**src/sv/hfs_pkg.sv**
```systemverilog
// Shared constants, types and a byte-class function for the HTTP field scanner.
package hfs_pkg;

  localparam int unsigned PosW = 32;

  // Scan modes.
  localparam logic [1:0] MODE_HDR_END = 2'd0;
  localparam logic [1:0] MODE_HDR_VAL = 2'd1;
  localparam logic [1:0] MODE_URI     = 2'd2;
  localparam logic [1:0] MODE_HDR_NAM = 2'd3;

  // Result outcomes.
  localparam logic [1:0] OUT_FOUND  = 2'd0;
  localparam logic [1:0] OUT_REJECT = 2'd1;
  localparam logic [1:0] OUT_END    = 2'd2;

  // Configuration register indexes.
  localparam logic CFG_SCAN_MODE = 1'b0;
  localparam logic CFG_START_POS = 1'b1;

  // Characters.
  localparam logic [7:0] CH_CR    = 8'h0D;
  localparam logic [7:0] CH_LF    = 8'h0A;
  localparam logic [7:0] CH_SP    = 8'h20;
  localparam logic [7:0] CH_TAB   = 8'h09;
  localparam logic [7:0] CH_DEL   = 8'h7F;
  localparam logic [7:0] CH_VIS   = 8'h21;
  localparam logic [7:0] CH_QM    = 8'h3F;
  localparam logic [7:0] CH_HASH  = 8'h23;
  localparam logic [7:0] CH_COLON = 8'h3A;

  typedef struct packed {
    logic [7:0] data;
    logic       first;
    logic       last;
  } item_t;

  typedef struct packed {
    logic            emit;
    logic [1:0]      outcome;
    logic [PosW-1:0] found;
    logic [PosW-1:0] canon;
  } result_t;

  // RFC 9110 token character.
  function automatic logic is_tchar(input logic [7:0] b);
    logic r;
    r = 1'b0;
    if (b >= 8'h30 && b <= 8'h39) r = 1'b1;
    if (b >= 8'h41 && b <= 8'h5A) r = 1'b1;
    if (b >= 8'h61 && b <= 8'h7A) r = 1'b1;
    unique case (b)
      8'h21, 8'h23, 8'h24, 8'h25, 8'h26, 8'h27, 8'h2A, 8'h2B,
      8'h2D, 8'h2E, 8'h5E, 8'h5F, 8'h60, 8'h7C, 8'h7E: r = 1'b1;
      default: ;
    endcase
    return r;
  endfunction

endpackage

```
**src/sv/hfs_in_stage.sv**
```systemverilog
// Input register stage of the HTTP field scanner.
module hfs_in_stage (
  input  logic          clk_i,
  input  logic          rst_ni,
  input  logic          valid_i,
  input  hfs_pkg::item_t item_i,
  input  logic          advance_i,
  output logic          stall_o,
  output logic          valid_o,
  output hfs_pkg::item_t item_o
);
  import hfs_pkg::*;

  logic  valid_q, valid_d;
  item_t item_q;
  logic  load;

  // The register takes a new request when empty or when its content moves on.
  assign stall_o = valid_q & ~advance_i;
  assign load    = valid_i & ~stall_o;

  always_comb begin
    valid_d = valid_q;
    if (advance_i) valid_d = 1'b0;
    if (load) valid_d = 1'b1;
  end

  always_ff @(posedge clk_i or negedge rst_ni) begin
    if (!rst_ni) begin
      valid_q <= 1'b0;
    end else begin
      valid_q <= valid_d;
    end
  end

  always_ff @(posedge clk_i) begin
    if (load) begin
      item_q <= item_i;
    end
  end

  assign valid_o = valid_q;
  assign item_o  = item_q;
endmodule

```
**src/sv/hfs_scan_core.sv**
```systemverilog
// Scan state and per-byte decision logic of the HTTP field scanner.
module hfs_scan_core (
  input  logic                     clk_i,
  input  logic                     rst_ni,
  input  logic                     fire_i,
  input  hfs_pkg::item_t           item_i,
  input  logic [1:0]               mode_i,
  input  logic [hfs_pkg::PosW-1:0] start_pos_i,
  output hfs_pkg::result_t         result_o,
  output logic                     done_o
);
  import hfs_pkg::*;

  logic [PosW-1:0] pos_q, pos_d, qoff_q, qoff_d;
  logic [23:0]     recent_q, recent_d;
  logic            qseen_q, qseen_d, done_q, done_d;

  logic [PosW-1:0] pos_e, qoff_e, here, endpos;
  logic [23:0]     recent_e;
  logic            qseen_e, active;
  logic [7:0]      b;
  result_t         res;

  always_comb begin
    b        = item_i.data;
    pos_e    = item_i.first ? start_pos_i : pos_q;
    recent_e = item_i.first ? 24'd0 : recent_q;
    qoff_e   = item_i.first ? '0 : qoff_q;
    qseen_e  = item_i.first ? 1'b0 : qseen_q;
    active   = fire_i & (item_i.first | ~done_q);
    here     = pos_e;
    endpos   = pos_e + PosW'(1);

    res      = '0;
    recent_d = recent_e;
    qoff_d   = qoff_e;
    qseen_d  = qseen_e;

    unique case (mode_i)
      MODE_HDR_END: begin
        recent_d = {recent_e[15:0], b};
        if (b == CH_LF && recent_e == {CH_CR, CH_LF, CH_CR}) begin
          res.emit = 1'b1; res.outcome = OUT_FOUND; res.found = endpos;
        end else if (item_i.last) begin
          res.emit = 1'b1; res.outcome = OUT_END;
        end
      end
      MODE_HDR_VAL: begin
        if (b == CH_CR) begin
          res.emit = 1'b1; res.outcome = OUT_FOUND; res.found = here;
        end else if ((b < CH_SP && b != CH_TAB) || b == CH_DEL) begin
          res.emit = 1'b1; res.outcome = OUT_REJECT;
        end else if (item_i.last) begin
          res.emit = 1'b1; res.outcome = OUT_END; res.found = endpos;
        end
      end
      MODE_URI: begin
        if (b == CH_SP) begin
          res.emit = 1'b1; res.outcome = OUT_FOUND; res.found = here;
          res.canon = qseen_e ? qoff_e : here;
        end else if (b < CH_VIS || b >= CH_DEL) begin
          res.emit = 1'b1; res.outcome = OUT_REJECT;
        end else begin
          if ((b == CH_QM || b == CH_HASH) && !qseen_e) begin
            qseen_d = 1'b1;
            qoff_d  = here;
          end
          if (item_i.last) begin
            res.emit = 1'b1; res.outcome = OUT_END; res.found = endpos;
            res.canon = qseen_d ? qoff_d : endpos;
          end
        end
      end
      MODE_HDR_NAM: begin
        if (b == CH_COLON) begin
          res.emit = 1'b1; res.outcome = OUT_FOUND; res.found = here;
        end else if (!is_tchar(b) || item_i.last) begin
          res.emit = 1'b1; res.outcome = OUT_REJECT;
        end
      end
      default: ;
    endcase

    res.emit &= active;
    pos_d  = endpos;
    done_d = res.emit;
  end

  always_ff @(posedge clk_i or negedge rst_ni) begin
    if (!rst_ni) begin
      pos_q    <= '0;
      recent_q <= '0;
      qoff_q   <= '0;
      qseen_q  <= 1'b0;
      done_q   <= 1'b1;
    end else if (active) begin
      pos_q    <= pos_d;
      recent_q <= recent_d;
      qoff_q   <= qoff_d;
      qseen_q  <= qseen_d;
      done_q   <= done_d;
    end
  end

  assign result_o = res;
  assign done_o   = done_q;
endmodule

```
**src/sv/http_field_scanner.sv**
```systemverilog
// Top level of the HTTP field scanner: config registers, pipeline and result register.
//
//  channel | valid      | stall       | payload
//  --------+------------+-------------+-----------------------------------------
//  in      | in_valid_i | in_stall_o  | data_byte_i, first_byte_i, last_byte_i
//  out     | out_valid_o| out_stall_i | outcome_o, found_position_o, canonical_end_o
//  config  | cfg_we_i   | (none)      | cfg_index_i, cfg_wdata_i
//
// Each request sits in the input register while the scan logic decides it combinationally,
// and the result register loads its result when the pipeline advances; one byte is taken
// every cycle while the result register is not held by out_stall_i.
// The result register is the only place a finished result waits. While it is held by
// out_stall_i, the input register keeps its byte and asserts in_stall_o once full.
// Reset clears the scan state to idle: bytes without first_byte are dropped until a scan
// is opened. Configuration registers reset to header-end mode and start offset zero.
module http_field_scanner (
  input  logic                     clk_i,
  input  logic                     rst_ni,
  input  logic                     cfg_we_i,
  input  logic                     cfg_index_i,
  input  logic [hfs_pkg::PosW-1:0] cfg_wdata_i,
  input  logic                     in_valid_i,
  output logic                     in_stall_o,
  input  logic [7:0]               data_byte_i,
  input  logic                     first_byte_i,
  input  logic                     last_byte_i,
  output logic                     out_valid_o,
  input  logic                     out_stall_i,
  output logic [1:0]               outcome_o,
  output logic [hfs_pkg::PosW-1:0] found_position_o,
  output logic [hfs_pkg::PosW-1:0] canonical_end_o
);
  import hfs_pkg::*;

  // Configuration registers.
  logic [1:0]      mode_q;
  logic [PosW-1:0] start_q;

  always_ff @(posedge clk_i or negedge rst_ni) begin
    if (!rst_ni) begin
      mode_q  <= MODE_HDR_END;
      start_q <= '0;
    end else if (cfg_we_i) begin
      unique case (cfg_index_i)
        CFG_SCAN_MODE: mode_q  <= cfg_wdata_i[1:0];
        CFG_START_POS: start_q <= cfg_wdata_i;
        default: ;
      endcase
    end
  end

  // The pipeline advances whenever the result register is free or being emptied.
  logic    advance, stage_valid, fire, core_done;
  item_t   in_item, stage_item;
  result_t core_res;

  assign advance = ~out_valid_o | ~out_stall_i;
  assign fire    = advance & stage_valid;
  assign in_item = '{data: data_byte_i, first: first_byte_i, last: last_byte_i};

  hfs_in_stage u_in_stage (
    .clk_i     (clk_i),
    .rst_ni    (rst_ni),
    .valid_i   (in_valid_i),
    .item_i    (in_item),
    .advance_i (advance),
    .stall_o   (in_stall_o),
    .valid_o   (stage_valid),
    .item_o    (stage_item)
  );

  hfs_scan_core u_scan_core (
    .clk_i       (clk_i),
    .rst_ni      (rst_ni),
    .fire_i      (fire),
    .item_i      (stage_item),
    .mode_i      (mode_q),
    .start_pos_i (start_q),
    .result_o    (core_res),
    .done_o      (core_done)
  );

  // Result register: its valid bit loads on every advance and is set only if the byte produced a result.
  logic            out_valid_q, out_valid_d;
  logic [1:0]      outcome_q;
  logic [PosW-1:0] found_q, canon_q;

  assign out_valid_d = advance ? core_res.emit : out_valid_q;

  always_ff @(posedge clk_i or negedge rst_ni) begin
    if (!rst_ni) begin
      out_valid_q <= 1'b0;
    end else begin
      out_valid_q <= out_valid_d;
    end
  end

  always_ff @(posedge clk_i) begin
    if (advance && core_res.emit) begin
      outcome_q <= core_res.outcome;
      found_q   <= core_res.found;
      canon_q   <= core_res.canon;
    end
  end

  assign out_valid_o      = out_valid_q;
  assign outcome_o        = outcome_q;
  assign found_position_o = found_q;
  assign canonical_end_o  = canon_q;

  // A rejected scan never reports a position.
  a_reject_zero: assert property (@(posedge clk_i) disable iff (!rst_ni)
    out_valid_o && outcome_o == OUT_REJECT |-> found_position_o == '0 && canonical_end_o == '0)
    else $error("rejected result carries a position");

  // The input side only stalls while a result is held in the result register.
  a_stall_cause: assert property (@(posedge clk_i) disable iff (!rst_ni)
    in_stall_o |-> out_valid_o && out_stall_i)
    else $error("input stalled without a held result");

  // Once a result is produced the scan goes idle.
  a_done_after_emit: assert property (@(posedge clk_i) disable iff (!rst_ni)
    fire && core_res.emit |=> core_done)
    else $error("scan not idle after result");

  // The outcome code three never appears.
  a_outcome_code: assert property (@(posedge clk_i) disable iff (!rst_ni)
    out_valid_o |-> outcome_o == OUT_FOUND || outcome_o == OUT_REJECT || outcome_o == OUT_END)
    else $error("illegal outcome code");

endmodule
```
**config.mk**
```make
export PLATFORM = sky130hd
export DESIGN_NAME = http_field_scanner
export DESIGN_NICKNAME = d
export VERILOG_FILES = /design/src/sv/hfs_pkg.sv /design/src/sv/hfs_in_stage.sv /design/src/sv/hfs_scan_core.sv /design/src/sv/http_field_scanner.sv
export SDC_FILE = /design/constraint.sdc
export NUM_CORES = 1
export LEC_CHECK = 0
export ABC_AREA = 1
export BUFFER_PORTS_ARGS = -buffer_cell sky130_fd_sc_hd__buf_2
export CORE_MARGIN = 5
export CORE_UTILIZATION = 40
export DETAILED_ROUTE_END_ITERATION = 7
export GPL_ROUTABILITY_DRIVEN = 1
export SYNTH_ARGS = -nofsm -noshare
export SYNTH_HDL_FRONTEND = slang
export SYNTH_HIERARCHICAL = 1
export SYNTH_SLANG_ARGS = --single-unit
```
**constraint.sdc**
```tcl
create_clock -name clk_i -period 7.8 [get_ports clk_i]
set_input_delay 1.17 -clock clk_i [delete_from_list [all_inputs] [get_ports clk_i]]
set_output_delay 1.17 -clock clk_i [all_outputs]
set_load 0.1 [all_outputs]
```
==> metrics.txt <==
run status=finished clean; cts-stage hold buffer count=0; hold path cells=2; CP peak stage delay=0.75 ns; initial antenna violation count=0; most common cell after layout, fill and taps aside=nand2_1; Layout area overhead=12.9%; CP startpoint kind=flip-flop; final wirelength=35.3 mm; # IOs=116; FF-to-FF Start=u_in_stage/item_o[1]$_DFFE_PP_; vias per cell=5.27; root buf cell=clkbuf_16; crit share post-route=48.4%; crit path max fanout=86; DR iter-0 viols=1121; CTS Buffer Depth=3; Main synth FF type=dfrtp_1; Max VDD drop=156 uV; post-route minimum period=3.78 ns; slew at the pin closest to its max-slew limit=1.14 ns; Vias=10500; non-filler cells, final=2000; Power, Total=3.84 mW; Fmax=265 MHz; grt ovf=0; Die Y=178 um; Post-Syn Nets=1575; RSZ-0062 raised after global routing=false; Final nets=1656; Placed Cells=1960; Diodes inserted=0; RR Endpoint=canonical_end_o[7]$_DFFE_PP_; critical path's slowest cell=inv_4; R2R depth=13; Lkg Pwr=6.00 nW; delay-heaviest family, CP=buffers and inverters; Synth Instances=1526; setup repair bufs after CTS=0; Hold Violations, Final=0; final setup fails=0; vias in the first global route=9533; Worst Path Arrival=3.91 ns; Netlist cell types=39; Starting Density=40.7%; CP Capture Type=flip-flop; CTS tree=done; HPWL Detailed=24.5 mm; Worst EP required=7.93 ns; CTS clk-pin slew, worst paths=0.05 ns; die width=178 um; Post-Syn Area=0.0113 mm^2; pwr dens=300 mW/mm^2; antenna viol nets, final=0; max-slew violations=0; setup_tns=0 ns; TritonRoute pass-1 iters=6; Yosys reg bits=202; Post-synth EDFFs=76; CTS sink cnt=202; CTS buffer count=23; WHS Endpoint=start_q[5]$_DFFE_PN0P_; wire per inst=17.6 um; worst min path class=reg -> reg; H-tree levels=1; CP cell instances=buf_4, inv_4, nand2_1, nor2_1, nand3_1, nor3_1, nand3_1, a21oi_1, nand2_1, inv_1, inv_1, nor2_4, buf_4; # rows=61; global-route wire length before repair=54.6 mm; commonest non-fill, non-tap cells in the layout=nand2_1 (632), nand3_1 (137), dfrtp_1 (125); Residual DRC=0; Syn Area/Cell=7.43 um^2; register area share after synthesis=47.9%; Synthesis Warnings=6; gpl congestion=0.961; Slew HR=23.4%; Setup CP Type=reg -> reg; GRT Util Overall=21.9%; clock latency at the later pin of the worst-skew pair=0.51 ns; layout cell share with drive strength beyond 1=14.0%; Min-Delay Startpoint=start_q[5]$_DFFE_PN0P_; die area=0.0318 mm^2; async set or reset register ratio after synthesis=62.4%; Layout Skew=0.0107 ns; CP Buf/Inv Count=5; setup slack, reg-to-reg=4.02 ns; CORE AREA=0.0279 mm^2; post-cts resize count=0; IO Port Bufs=115; largest net degree at the start of global routing=98; max-cap check violation count=0
## worst min-delay path: cells and delay by family (launching register included)
kind	cells	cell delay, ns
flops	1	0.34
simple gates	2	0.10
## cells in the mapped netlist, types with 11 or more instances
cell | count | area [um^2]
nand2_1 | 633 | 2380
nand3_1 | 137 | 686
dfrtp_1 | 125 | 3130
nor2_1 | 110 | 413
o21ai_0 | 93 | 465
inv_1 | 91 | 342
edfxtp_1 | 76 | 2280
a21oi_1 | 32 | 160
o21ai_1 | 31 | 155
clkbuf_1 | 25 | 93.8
buf_2 | 18 | 90.1
nand2_2 | 17 | 106
nor2_2 | 17 | 106
inv_2 | 16 | 60.1
xor2_1 | 13 | 114
buf_4 | 12 | 90.1
buf_6 | 12 | 135
nor3_1 | 11 | 55.1
## report_power, final
group	switching (mW)	leakage, nW	internal, mW	total (mW)
Sequential	0.136	2.36	1.35	1.49
Combinational	1.04	3.27	0.249	1.29
Clock	0.429	0.365	0.640	1.07
Total	1.60	6.00	2.24	3.84
## final cells by class
type	instances	area [um^2]
Fill cell	2793	15000
Sequential cell	202	5440
Multi-Input combinational cell	1148	5100
Clock buffer	34	688
Timing Repair Buffer	124	646
Tap cell	378	473
Inverter	108	408
Clock inverter	6	56.3
## registers in the layout, summed over array words and instances, names as in the netlist
register              cells
found_position_o         32
u_scan_core/pos_q        32
u_in_stage/valid_o        1
u_scan_core/recent_q     24
outcome_o                 2
u_in_stage/item_o        10
start_q                  32
u_scan_core/qoff_q       32
u_scan_core/qseen_q       1
u_scan_core/done_o        1
out_valid_o               1
mode_q                    2
canonical_end_o          32
## through the flow
stage / utilization (%) / hold WS, ns / cell area (um^2) / setup WS (ns)
floorplan: - / 0.442 / 11300 / 2.41
global placement: 43.3 / 0.457 / 12100 / 4.08
detailed placement: 43.3 / 0.459 / 12100 / 4.04
CTS: 46.0 / 0.472 / 12800 / 4.01
global route: 46.0 / 0.481 / 12800 / 3.69
finish: 46.0 / 0.470 / 12800 / 4.02
## worst max path at each step
stage	from	slack (ns)	end	depth (start not counted)
finish	u_in_stage/item_o[1]$_DFFE_PP_	4.02	canonical_end_o[7]$_DFFE_PP_	13
global route	u_in_stage/item_o[1]$_DFFE_PP_	3.69	canonical_end_o[6]$_DFFE_PP_	13
CTS	u_in_stage/item_o[1]$_DFFE_PP_	4.01	found_position_o[13]$_DFFE_PP_	13
detailed placement	u_in_stage/item_o[1]$_DFFE_PP_	4.04	canonical_end_o[21]$_DFFE_PP_	13
global placement	u_in_stage/item_o[1]$_DFFE_PP_	4.08	canonical_end_o[18]$_DFFE_PP_	13
floorplan	out_stall_i	2.41	canonical_end_o[0]$_DFFE_PP_	11
## layer usage
layer | wire (um) | vias to the layer above | global-route usage [%]
met5 | 0 | - | 0
met4 | 825 | 0 | 5.85
met1 | 16700 | 4906 | 34.0
met2 | 14400 | 480 | 31.3
met3 | 3350 | 65 | 3.82
li1 | - | 5096 | -
## logic make-up after synthesis
kind of cell	Yosys count	synth area share, %
compound gates	190	9.12
flops	202	47.9
buf+inv	176	7.24
fa+ha+maj	1	0.110
xor+xnor	13	1.00
simple gates	944	34.6
Power figures use the tool's default switching activity.
